## src/rtl/coq_pkg.sv

```systemverilog
`timescale 1ns / 1ps
// ----------------------------------------------------------------------------
// coq_pkg: shared types and constants for the current on/off qualifier
// Phase codes, configuration register map, reset values and field widths.
// ----------------------------------------------------------------------------
package coq_pkg;

  // field widths
  localparam int unsigned CurWidth   = 16;
  localparam int unsigned TimeWidth  = 32;
  localparam int unsigned PhaseWidth = 2;
  localparam int unsigned AddrWidth  = 4;
  localparam int unsigned DataWidth  = 32;

  // packed stream widths, padded to whole bytes
  localparam int unsigned InDataWidth  = 48;
  localparam int unsigned OutDataWidth = 8;

  // register reset values (30 mA thresholds, 15 s off dwell)
  localparam logic [CurWidth-1:0]  OnThresholdRst  = CurWidth'(30);
  localparam logic [CurWidth-1:0]  OffThresholdRst = CurWidth'(30);
  localparam logic [TimeWidth-1:0] OnDwellRst      = TimeWidth'(0);
  localparam logic [TimeWidth-1:0] OffDwellRst     = TimeWidth'(15000);

  // register index, taken from paddr[3:2]
  typedef enum logic [1:0] {
    RegOnThreshold  = 2'd0,
    RegOffThreshold = 2'd1,
    RegOnDwell      = 2'd2,
    RegOffDwell     = 2'd3
  } reg_idx_e;

  // qualifier phase
  typedef enum logic [PhaseWidth-1:0] {
    PhOffStable  = 2'd0,
    PhOffPending = 2'd1,
    PhOnStable   = 2'd2,
    PhOnPending  = 2'd3
  } phase_e;

  // configuration handed from the register block to the datapath
  typedef struct packed {
    logic [CurWidth-1:0]  on_threshold;
    logic [CurWidth-1:0]  off_threshold;
    logic [TimeWidth-1:0] on_dwell_ms;
    logic [TimeWidth-1:0] off_dwell_ms;
  } cfg_t;

endpackage

```

## src/rtl/coq_regs.sv

```systemverilog
`timescale 1ns / 1ps
// ----------------------------------------------------------------------------
// coq_regs: configuration register file
// APB slave holding thresholds and dwell times; zero wait states.
// ----------------------------------------------------------------------------
module coq_regs
  import coq_pkg::*;
(
  input  logic                 clk_i,
  input  logic                 rst_ni,
  input  logic                 psel,
  input  logic                 penable,
  input  logic                 pwrite,
  input  logic [AddrWidth-1:0] paddr,
  input  logic [DataWidth-1:0] pwdata,
  output logic [DataWidth-1:0] prdata,
  output logic                 pready,
  output cfg_t                 cfg_o
);

  cfg_t     cfg_q;
  logic     wr_en;
  reg_idx_e idx;

  assign pready = 1'b1;
  assign wr_en  = psel & penable & pwrite & pready;
  assign idx    = reg_idx_e'(paddr[3:2]);

  // register writes
  always_ff @(posedge clk_i or negedge rst_ni) begin
    if (!rst_ni) begin
      cfg_q.on_threshold  <= OnThresholdRst;
      cfg_q.off_threshold <= OffThresholdRst;
      cfg_q.on_dwell_ms   <= OnDwellRst;
      cfg_q.off_dwell_ms  <= OffDwellRst;
    end else if (wr_en) begin
      unique case (idx)
        RegOnThreshold:  cfg_q.on_threshold  <= pwdata[CurWidth-1:0];
        RegOffThreshold: cfg_q.off_threshold <= pwdata[CurWidth-1:0];
        RegOnDwell:      cfg_q.on_dwell_ms   <= pwdata[TimeWidth-1:0];
        RegOffDwell:     cfg_q.off_dwell_ms  <= pwdata[TimeWidth-1:0];
        default: ;
      endcase
    end
  end

  // read back
  always_comb begin
    unique case (idx)
      RegOnThreshold:  prdata = DataWidth'(cfg_q.on_threshold);
      RegOffThreshold: prdata = DataWidth'(cfg_q.off_threshold);
      RegOnDwell:      prdata = DataWidth'(cfg_q.on_dwell_ms);
      RegOffDwell:     prdata = DataWidth'(cfg_q.off_dwell_ms);
      default:         prdata = '0;
    endcase
  end

  assign cfg_o = cfg_q;

endmodule

```

## src/rtl/current_on_off_qualifier.sv

```systemverilog
`timescale 1ns / 1ps
// ----------------------------------------------------------------------------
// current_on_off_qualifier: on/off detector with dwell-time debounce
// Pipeline: input register, then result register. Throughput: one beat per
// cycle unless m_axis_tready stalls the result; the phase and start-time
// update is one subtract and compare between the input and result registers.
// Reset: phase off stable, both start times zero, registers at their defaults.
// ----------------------------------------------------------------------------
module current_on_off_qualifier
  import coq_pkg::*;
(
  input  logic                    clk_i,
  input  logic                    rst_ni,
  // input stream
  input  logic                    s_axis_tvalid,
  output logic                    s_axis_tready,
  // tdata: [15:0] sample_ma, [47:16] now_ms
  input  logic [InDataWidth-1:0]  s_axis_tdata,
  // tuser: [0] initialize
  input  logic                    s_axis_tuser,
  // result stream
  output logic                    m_axis_tvalid,
  input  logic                    m_axis_tready,
  // tdata: [0] is_on, [2:1] phase_code, [3] report, [7:4] zero
  output logic [OutDataWidth-1:0] m_axis_tdata,
  // configuration
  input  logic                    psel,
  input  logic                    penable,
  input  logic                    pwrite,
  input  logic [AddrWidth-1:0]    paddr,
  input  logic [DataWidth-1:0]    pwdata,
  output logic [DataWidth-1:0]    prdata,
  output logic                    pready
);

  cfg_t cfg;

  coq_regs u_regs (
    .clk_i   (clk_i),
    .rst_ni  (rst_ni),
    .psel    (psel),
    .penable (penable),
    .pwrite  (pwrite),
    .paddr   (paddr),
    .pwdata  (pwdata),
    .prdata  (prdata),
    .pready  (pready),
    .cfg_o   (cfg)
  );

  // pipeline control
  logic in_vld_q;
  logic out_vld_q;
  logic out_free;
  logic step_en;

  assign out_free      = ~out_vld_q | m_axis_tready;
  assign step_en       = in_vld_q & out_free;
  assign s_axis_tready = ~in_vld_q | step_en;

  // input register
  logic [CurWidth-1:0]  sample_q;
  logic [TimeWidth-1:0] now_q;
  logic                 init_q;

  always_ff @(posedge clk_i or negedge rst_ni) begin
    if (!rst_ni) begin
      in_vld_q <= 1'b0;
    end else if (s_axis_tready) begin
      in_vld_q <= s_axis_tvalid;
    end
  end

  always_ff @(posedge clk_i) begin
    if (s_axis_tvalid && s_axis_tready) begin
      sample_q <= s_axis_tdata[CurWidth-1:0];
      now_q    <= s_axis_tdata[CurWidth+TimeWidth-1:CurWidth];
      init_q   <= s_axis_tuser;
    end
  end

  // qualifier state
  phase_e               phase_q, phase_d;
  logic [TimeWidth-1:0] rise_start_q, rise_start_d;
  logic [TimeWidth-1:0] fall_start_q, fall_start_d;
  logic                 report;

  // level and dwell checks
  logic above_on;
  logic below_off;
  logic rise_done;
  logic fall_done;

  assign above_on  = sample_q > cfg.on_threshold;
  assign below_off = sample_q < cfg.off_threshold;
  assign rise_done = (now_q - rise_start_q) > cfg.on_dwell_ms;
  assign fall_done = (now_q - fall_start_q) > cfg.off_dwell_ms;

  // next phase
  always_comb begin
    phase_d = phase_q;
    if (init_q) begin
      phase_d = below_off ? PhOffStable : PhOnStable;
    end else begin
      unique case (phase_q)
        PhOffStable: begin
          if (above_on) begin
            phase_d = (cfg.on_dwell_ms != '0) ? PhOffPending : PhOnStable;
          end
        end
        PhOffPending: begin
          if (!above_on) begin
            phase_d = PhOffStable;
          end else if (rise_done) begin
            phase_d = PhOnStable;
          end
        end
        PhOnStable: begin
          if (below_off) begin
            phase_d = (cfg.off_dwell_ms != '0) ? PhOnPending : PhOffStable;
          end
        end
        PhOnPending: begin
          if (!below_off) begin
            phase_d = PhOnStable;
          end else if (fall_done) begin
            phase_d = PhOffStable;
          end
        end
        default: phase_d = PhOffStable;
      endcase
    end
  end

  // report flag and start times
  always_comb begin
    report       = 1'b0;
    rise_start_d = rise_start_q;
    fall_start_d = fall_start_q;
    if (init_q) begin
      rise_start_d = '0;
      fall_start_d = '0;
    end else begin
      unique case (phase_q)
        PhOffStable: begin
          if (above_on) begin
            if (cfg.on_dwell_ms != '0) begin
              rise_start_d = now_q;
            end else begin
              report = 1'b1;
            end
          end
        end
        PhOffPending: report = above_on & rise_done;
        PhOnStable: begin
          if (below_off) begin
            if (cfg.off_dwell_ms != '0) begin
              fall_start_d = now_q;
            end else begin
              report = 1'b1;
            end
          end
        end
        PhOnPending: report = below_off & fall_done;
        default: report = 1'b0;
      endcase
    end
  end

  always_ff @(posedge clk_i or negedge rst_ni) begin
    if (!rst_ni) begin
      phase_q      <= PhOffStable;
      rise_start_q <= '0;
      fall_start_q <= '0;
    end else if (step_en) begin
      phase_q      <= phase_d;
      rise_start_q <= rise_start_d;
      fall_start_q <= fall_start_d;
    end
  end

  // result register
  logic [PhaseWidth-1:0] res_phase_q;
  logic                  res_report_q;

  always_ff @(posedge clk_i or negedge rst_ni) begin
    if (!rst_ni) begin
      out_vld_q <= 1'b0;
    end else if (out_free) begin
      out_vld_q <= in_vld_q;
    end
  end

  always_ff @(posedge clk_i) begin
    if (step_en) begin
      res_phase_q  <= phase_d;
      res_report_q <= report;
    end
  end

  assign m_axis_tvalid = out_vld_q;
  assign m_axis_tdata  = {4'b0000, res_report_q, res_phase_q, res_phase_q[1]};

endmodule
```

## config.mk

```make
export PLATFORM = sky130hd
export DESIGN_NAME = current_on_off_qualifier
export DESIGN_NICKNAME = d
export VERILOG_FILES = /design/src/rtl/coq_pkg.sv /design/src/rtl/coq_regs.sv /design/src/rtl/current_on_off_qualifier.sv
export SDC_FILE = /design/constraint.sdc
export NUM_CORES = 1
export LEC_CHECK = 0
export ABC_AREA = 1
export BUFFER_PORTS_ARGS = -buffer_cell sky130_fd_sc_hd__buf_2
export CORE_MARGIN = 2
export CORE_UTILIZATION = 55
export DETAILED_ROUTE_END_ITERATION = 10
export PLACE_DENSITY_LB_ADDON = 0.05
export SLEW_MARGIN = 10
export SYNTH_ARGS = -nofsm -noshare
export SYNTH_HDL_FRONTEND = slang
export SYNTH_SLANG_ARGS = --single-unit
```

## constraint.sdc

```tcl
create_clock -name clk_i -period 3.5 [get_ports clk_i]
set_input_delay 0.525 -clock clk_i [delete_from_list [all_inputs] [get_ports clk_i]]
set_output_delay 0.525 -clock clk_i [all_outputs]
set_load 0.005 [all_outputs]
```

==> impl_metrics.ini, run 1 <==
[drt]
viasPerCell = 5.39
wl_per_cell_um = 16.7
drc_errors = 0
postRouteAntennaNets = 0
drtPass1Iterations = 8
drtIter0Drc = 967
routed_wl_um = 42300
vias = 13600

[global_route]
overflow = 0
grt_pass1_wl_um = 67800
grt_usage = 0.305
antenna_found_initial = 0
grt_pass1_vias = 13400
grt_max_degree = 90

[yosys]
yosysTopAreaCell = dfrtp_1
synth_area_leaders = dfrtp_1 (26%), ha_1 (14%), nand2_1 (12%)
syn-mean-instance-area_sq_um = 7.78
synth_cell_types = 42
yosysSeqAreaShare = 0.393
yosysWarningCount = 0
synth_area_sq_um = 14500
netlist_instances = 1857
synth_top_area_frac = 0.258
ys_seq_elements = 216

[floorplan]
die_w_um = 166
io_pins = 135
initial_core_util = 0.558
row_count = 59
die_h_um = 166
coreArea_sq_um = 25900
die-area_sq_um = 27600

[setup_path]
cp-start-kind = flip-flop
critPathRequiredTime_ps = 3810
worst-setup-path-type = flip-flop to flip-flop
cp.arrival_ps = 4020
regToRegSetupSlack_ps = -200
crit_path_max_fanout = 3
endpoint_kind = flip-flop
reg2reg_depth = 22

[sta]
fin_crit_sh = 1.06
rsz0062_at_grt = yes
skew_ps = 18.6
layout_setup_ws_ps = -204
tightest_slew_ps = 1120
finalSetupViolCount = 5
slew_headroom = 0.254
fmax_mhz = 270
drv_slew = 0
hold_violations = 0
min_period_ps = 3700

[clock_network]
cts_sinks = 216
cts_made_buffers = 25
path_clk_slew_ps = 60
cts_buffer_depth = 3
htree_levels = 1
cts_tree = done
clock_latency_ps = 550
cts-root-buf = clkbuf_16

[place]
io_buffers = 127
placed_cell_area_sq_um = 16700
routabilityCongestion = 0.926
hpwl_um = 32400
place_inst = 2455

[layout]
nFillCells = 2140
final_util = 0.715
regArea_sq_um = 5680
fin_cells = 2533
postLayoutCellArea_sq_um = 18500
area_growth_pct = 28.1
drive_gt1_frac = 0.241
final_common_cell = nand2_1
finalNetCount = 2429
multi_input_area_sq_um = 8150
final_cell_mix = nand2_1 (439), inv_1 (294), buf_4 (203), o21ai_0 (188), dfrtp_1 (149)

[status]
status = finished, violations left
violations = negative setup slack

[flow_run]
maxCapViolCount = 0

[pwr]
leakagePower_uw = 0.00901
p_per_area_nw_per_um2 = 757
vdd_drop_max_v = 0.000596

[hold_path]
worstHoldPathType = input pin to async pin
## cells in the mapped netlist
cell	number
ha_1	157
nor4_1	6
a211oi_1	2
buf_4	11
nor2_1	128
inv_2	2
a21o_1	13
a21oi_2	1
o21ai_0	202
dfstp_2	15
nand2_1	457
buf_1	3
inv_1	299
o21a_1	7
a2111oi_0	1
clkbuf_1	26
buf_2	9
fa_1	2
o21bai_1	1
a21boi_0	1
a221oi_1	2
o31ai_1	2
conb_1	2
a21boi_1	1
a21oi_1	113
o21ai_1	3
o22ai_1	16
edfxtp_1	52
nand4_1	33
and2_1	1
nand3b_1	2
nor2_2	1
xnor2_1	20
a21oi_4	1
xor2_1	38
o2111ai_1	16
o211ai_1	1
nand3_1	32
o21ai_2	1
a31oi_1	10
nor3_1	18
dfrtp_1	149
## worst max-delay path, stage by stage (launching register included)
cell and delay [ps]:
edfxtp_1 510, ha_4 350, buf_4 130, nand2_1 60, nor2_1 120, inv_1 70
nor3_2 190, buf_4 150, a21oi_1 70, buf_4 140, xnor2_1 330, ha_1 310
nand2_1 90, buf_4 120, o21ai_0 70, a21oi_1 160, nand2_1 110, nand2_1 80
nand2_2 60, nand3_2 90, nand4_1 130, nand2_1 90, inv_1 30
## worst paths after layout
kind	from	endpoint
worst max-delay path	now_q[10]	res_phase_q[1]
worst min-delay path	rst_ni	m_axis_tvalid
worst max register to register	now_q[10]	res_phase_q[1]
worst min register to register	u_regs.cfg_o[67]	u_regs.cfg_o[67]
max in group asynchronous	rst_ni	u_regs.cfg_o[69]
min in group clk_i	s_axis_tdata[10]	sample_q[10]
## metrics by stage
stage | setup WS, ps | hold WS, ps | TNS (ps) | power (uW)
final | -204 | 62.4 | -696 | 14000
after global routing | -348 | 115 | -1540 | 15100
after CTS | -93.2 | 73.5 | -235 | 13800
after detailed placement | -347 | 490 | -1540 | 10600
after global placement | -288 | 486 | -1140 | 10400
after floorplan | 35.9 | 229 | 0 | 7680
## state kept, by name, summed over array words and instances (netlist names)
name / count
in_vld_q: 1
init_q: 1
now_q: 32
phase_q: 2
fall_start_q: 32
m_axis_tvalid: 1
res_report_q: 1
u_regs.cfg_o: 96
rise_start_q: 32
res_phase_q: 2
sample_q: 16
## logic make-up after synthesis
group | synth area share
AND/OR/NAND/NOR | 0.188
AO/OA/AOI/OAI | 0.150
buffers and inverters | 0.0945
flip-flops | 0.393
adder cells (fa/ha/maj) | 0.139
XOR/XNOR | 0.0351
other | 0.000520
## per-layer routing
metal  up-vias  track usage  wire length [um]  part of all wire
li1       6733            -                 -                 -
met3        88       0.0319              2080             0.049
met5         -            0                 0                 0
met4         0        0.115              1640             0.039
met2       432        0.515             20000              0.47
met1      6394        0.408             18600              0.44
## where the power goes
part	total, uW	switching (uW)	leakage, uW	internal, uW
clock network	2540	1100	0.000395	1440
registers	3450	256	0.00253	3190
logic	8030	4540	0.00609	3490
total	14000	5890	0.00901	8130
## what timing repair did
action,4_1_cts,5_1_grt
buffers inserted,22,9
endpoints found under the setup margin,5,5
gates cloned,0,0
pin swaps,46,22
hold buffers,0,0
gates resized for setup,119,41
## area by class of cell
| class | count | share of cell area |
|---|---|---|
| repair buffers | 340 | 0.126 |
| clock buffers | 30 | 0.0359 |
| multi-input cells | 1294 | 0.440 |
| well taps | 335 | 0.0226 |
| inverters | 301 | 0.0612 |
| flip-flops and latches | 216 | 0.307 |
| diodes | 1 | 0.000135 |
| clock inverters | 16 | 0.00703 |
No activity file was read; power rests on OpenSTA's default activity.
==> inputs of run 2 (changes only) <==
Settings changed: PLACE_DENSITY set to 0.83, PLACE_DENSITY_LB_ADDON 0.05 to unset, SKIP_LAST_GASP set to 1.
==> run 2 against run 1 <==
- the flow still finishes with violations (negative setup slack)
- critical path depth decreased by 3
- sequential share of layout area about the same
- worst hold slack improved by 94 ps
- clock power about the same
- power increased by 1.5%
- clock skew decreased by 10 ps
- largest cell class unchanged
- critical endpoint unchanged
- utilization increased by 0.11 points
- routed wire length increased by 2.5%
- final cell count about the same
==> impl_metrics.ini, run 2 (synthesis gave the netlist of run 1 again) <==
[status]
status = finished, violations left
violations = negative setup slack

[setup_path]
cpMostUsedCell = nand2_1
critPathRequiredTime_ps = 3800
crit_path_max_fanout = 4
cp_top_family = simple AND/OR/NAND/NOR gates
critical_path_buf_inv_count = 4
cpPeakStageDelay_ps = 420
slowest_stage = edfxtp_1
worst-setup-path-type = flip-flop to flip-flop
path_cells = ha_1 > buf_4 > nand2_1 > nor2_1 > nand2_1 > nand2_1 > buf_4 > a31oi_2 > o21ai_0 > xor2_1 > ha_1 > nand4_1 > nor4_4 > buf_4 > nand4_1 > nand3_2 > nand4_1 > nand2_1 > inv_1
r2r_start = now_q[9]
cp.arrival_ps = 4030
startpoint = now_q[9]
cp-start-kind = flip-flop
endpoint_kind = flip-flop

[hold_path]
hold_start = s_axis_tdata[42]
worstHoldPathType = input pin to flip-flop

[global_route]
overflow = 0
grt_usage = 0.303
grt_pass1_wl_um = 68200
grt_pass1_vias = 13900
antenna_found_initial = 0
grt_max_degree = 76

[layout]
area_growth_pct = 28.3
largest_register_ffs = 96
nFillCells = 1852
finalNetCount = 2429
drive_gt1_frac = 0.238
antenna_cells = 0
final_common_cell = nand2_1
final_util = 0.716
final_cell_mix = nand2_1 (435), inv_1 (293), buf_4 (203), o21ai_0 (191), dfrtp_1 (149)

[sta]
rsz0062_at_grt = yes
drv_slew = 0
skew_ps = 8.25
layout_setup_ws_ps = -230
hold_violations = 0
slew_headroom = 0.393
tightest_slew_ps = 909
tns_ps = -924
finalSetupViolCount = 5
fmax_mhz = 268
min_period_ps = 3730
fin_crit_sh = 1.07

[drt]
drc_errors = 0
postRouteAntennaNets = 0
drtIter0Drc = 1334
viasPerCell = 5.57
drtPass1Iterations = 7
wl_per_cell_um = 17.1
routed_wl_um = 43400
vias = 14100

[place]
hpwl_um = 32200
routabilityCongestion = 0.925
io_buffers = 127

[clock_network]
htree_levels = 1
cts_made_buffers = 24
cts_buffer_depth = 3
cts_sinks = 216
path_clk_slew_ps = 60
cts_tree = done
clock_latency_ps = 540
cts-root-buf = clkbuf_16

[floorplan]
die-area_sq_um = 27600
row_count = 59
die_h_um = 166
io_pins = 135
coreArea_sq_um = 25900
initial_core_util = 0.558
die_w_um = 166

[pwr]
leakagePower_uw = 0.00901
vdd_drop_max_v = 0.000589
swShare = 0.423
p_switching_uw = 6020
combinationalPowerShare = 0.579
p_per_area_nw_per_um2 = 768
power_frac_clock = 0.178
p_seq_frac = 0.244
intPower_uw = 8210

[flow_run]
maxCapViolCount = 0
[run 2: layout make-up]
cell class                 instances  area [sq um]  area share
tap                              335           419      0.0226
inverter                         301          1130      0.0609
sequential                       216          5680       0.307
multi-input combinational       1294          8190       0.442
timing repair buffer             341          2330       0.126
clock inverter                    11           100     0.00540
clock buffer                      33           686      0.0370
[run 2: path summary, 6_finish.rpt]
kind | endpoint | slack [ps] | cells past startpoint
min in group asynchronous | in_vld_q | 500 | 2
max in group asynchronous | u_regs.cfg_o[82] | 2090 | 3
worst min-delay path | now_q[26] | 160 | 1
worst min register to register | u_regs.cfg_o[84] | 500 | 2
worst max register to register | res_phase_q[1] | -230 | 19
worst max-delay path | res_phase_q[1] | -230 | 19
[run 2: what timing repair did]
| action | CTS | global route |
|---|---|---|
| endpoints found under the setup margin | 5 | 5 |
| cloned | 0 | 0 |
| hold buffers | 1 | 0 |
| endpoints found under the hold margin | 44 | 0 |
| resized for setup | 87 | 73 |
| buffers inserted | 19 | 8 |
| pin swaps | 45 | 36 |
[run 2: layer usage]
layer  GRT usage  up-vias  routed length, um
li1            -     6725                  -
met1       0.382     6566              17400
met2       0.512      665              20500
met3      0.0443      151               3090
met4       0.146        0               2370
met5           0        -                  0
[run 2: stage by stage]
| step | setup WS [ps] | instance area [sq um] | total power, uW | hold slack [ps] | instances |
|---|---|---|---|---|---|
| 2_1_floorplan | 35.9 | 14500 | 7680 | 229 | 1860 |
| 3_3_place_gp | -291 | 16800 | 10300 | 486 | 2459 |
| 3_5_place_dp | -414 | 16800 | 10600 | 493 | 2459 |
| 4_1_cts | -170 | 18100 | 13600 | 139 | 2523 |
| 5_1_grt | -391 | 18500 | 15200 | 142 | 2531 |
| 6_report | -230 | 18500 | 14200 | 156 | 2531 |
[run 2: power by group through the flow]
stage / clock network, uW / registers [uW] / logic (uW)
after floorplan: 0 / 3420 / 4260
after global placement: 0 / 3470 / 6790
after detailed placement: 0 / 3490 / 7090
after CTS: 2550 / 3460 / 7600
after global routing: 2660 / 3520 / 9030
final: 2530 / 3470 / 8240
==> inputs of run 3 (changes only) <==
Settings changed: CORE_UTILIZATION 55 to 53, PLACE_DENSITY 0.83 to 0.8.
==> run 3 against run 2 <==
- the flow still finishes with violations (negative setup slack)
- die area up 3.7%
- utilization decreased by 3.6 points
- clock skew up 7.9 ps
- combinational power decreased by 5.8%
- cell area fell by 1.5%
- setup slack gained 28 ps
- maximum frequency rose by 0.77%
- routed wire length down 4.5%
- non-clock buffer count fell by 24
- clock power shrank 2%
==> impl_metrics.ini, run 3 (synthesis gave the netlist of run 1 again) <==
[place]
hpwl_um = 31500
placed_cell_area_sq_um = 16600
io_buffers = 127
routabilityCongestion = 0.990

[hold_path]
worstHoldPathType = input pin to flip-flop

[setup_path]
cpMostUsedCell = nand2_2
critPathRequiredTime_ps = 3820
crit_path_max_fanout = 3
slowest_stage = fa_2
cp-start-kind = flip-flop
cp_top_family = simple AND/OR/NAND/NOR gates
endpoint_kind = flip-flop
cp.arrival_ps = 4020
cpPeakStageDelay_ps = 400
critical_path_buf_inv_count = 3
worst-setup-path-type = flip-flop to flip-flop

[drt]
drc_errors = 0
postRouteAntennaNets = 0
vias = 13800
drtPass1Iterations = 5
routed_wl_um = 41400
wl_per_cell_um = 16.5
drtIter0Drc = 1309
viasPerCell = 5.48

[layout]
antenna_cells = 0
regArea_sq_um = 5680
nFillCells = 2152
final_common_cell = nand2_1
postLayoutCellArea_sq_um = 18300
multi_input_area_sq_um = 8110
drive_gt1_frac = 0.229
finalNetCount = 2405
largest_register_ffs = 96
final_cell_mix = nand2_1 (438), inv_1 (295), o21ai_0 (193), buf_4 (185), dfrtp_1 (149)
area_growth_pct = 26.4

[global_route]
grt_pass1_wl_um = 66600
overflow = 0
grt_usage = 0.288
antenna_found_initial = 0
grt_max_degree = 75
grt_pass1_vias = 13500

[pwr]
vdd_drop_max_v = 0.000435
leakagePower_uw = 0.00887
p_per_area_nw_per_um2 = 751

[sta]
slew_headroom = 0.377
finalSetupViolCount = 5
skew_ps = 16.1
fmax_mhz = 270
tightest_slew_ps = 933
rsz0062_at_grt = yes
min_period_ps = 3700
hold_violations = 0
fin_crit_sh = 1.06
hold-worst-slack_ps = 150
drv_slew = 0
layout_setup_ws_ps = -201

[clock_network]
path_clk_slew_ps = 60
cts_buffer_depth = 3
cts_made_buffers = 24
clock_latency_ps = 550
cts_tree = done
cts-root-buf = clkbuf_16
cts_sinks = 216
htree_levels = 1

[status]
violations = negative setup slack
status = finished, violations left

[floorplan]
io_pins = 135
row_count = 60
die_w_um = 169
die-area_sq_um = 28600
coreArea_sq_um = 26900
die_h_um = 169
initial_core_util = 0.538

[flow_run]
maxCapViolCount = 0
==> run 3: cell count changes in the layout (fill, tap and decap cells not counted), sizes merged <==
cell | before | now
clkinv | 5 | 7
buf | 340 | 316
clkbuf | 33 | 36
inv | 305 | 301
bufinv | 1 | 0
==> run 3: layer usage <==
metal  vias to the layer above  routed length, um  global-route usage
li1                       6678                  -                   -
met1                      6461              17800               0.384
met4                         0               1850               0.117
met2                       520              19200               0.486
met5                         -                  0                   0
met3                       121               2480              0.0259
==> run 3: final timing paths <==
check | from | end | slack [ps] | cells after the start
worst max-delay path | now_q[0] | res_phase_q[1] | -200 | 27
worst min-delay path | s_axis_tdata[2] | sample_q[2] | 150 | 1
worst max register to register | now_q[0] | res_phase_q[1] | -200 | 27
worst min register to register | u_regs.cfg_o[82] | u_regs.cfg_o[82] | 510 | 2
max in group asynchronous | rst_ni | u_regs.cfg_o[11] | 2100 | 3
min in group asynchronous | rst_ni | u_regs.cfg_o[64] | 490 | 2
==> run 3: final cells by class <==
class / instances / share of cell area
clock buffer: 36 / 0.0398
clock inverter: 8 / 0.00315
inverter: 301 / 0.0620
multi-input combinational: 1294 / 0.444
sequential: 216 / 0.311
tap: 341 / 0.0234
timing repair buffer: 317 / 0.116
==> run 3: report_power, final <==
part           leakage, uW  switching (uW)  internal [uW]
Clock             0.000388            1050           1440
Combinational      0.00596            4450           3320
Sequential         0.00253             274           3190
==> run 3: repair_timing <==
action,in CTS,in global routing
hold buffers,1,0
setup buffers,15,7
gates resized for setup,113,31
pin swaps,44,25
endpoints found under the setup margin,5,5
endpoints found under the hold margin,40,0
==> run 3: through the flow <==
step	total power, uW	setup WS [ps]	cells	util	TNS (ps)
6_report	13700	-201	2513	0.680	-831
3_5_place_dp	10400	-279	2446	0.618	-1180
3_3_place_gp	10100	-195	2446	0.618	-674
2_1_floorplan	7680	35.9	1860	-	0
4_1_cts	13400	-51.3	2506	0.673	-51.3
5_1_grt	14800	-367	2513	0.680	-1610
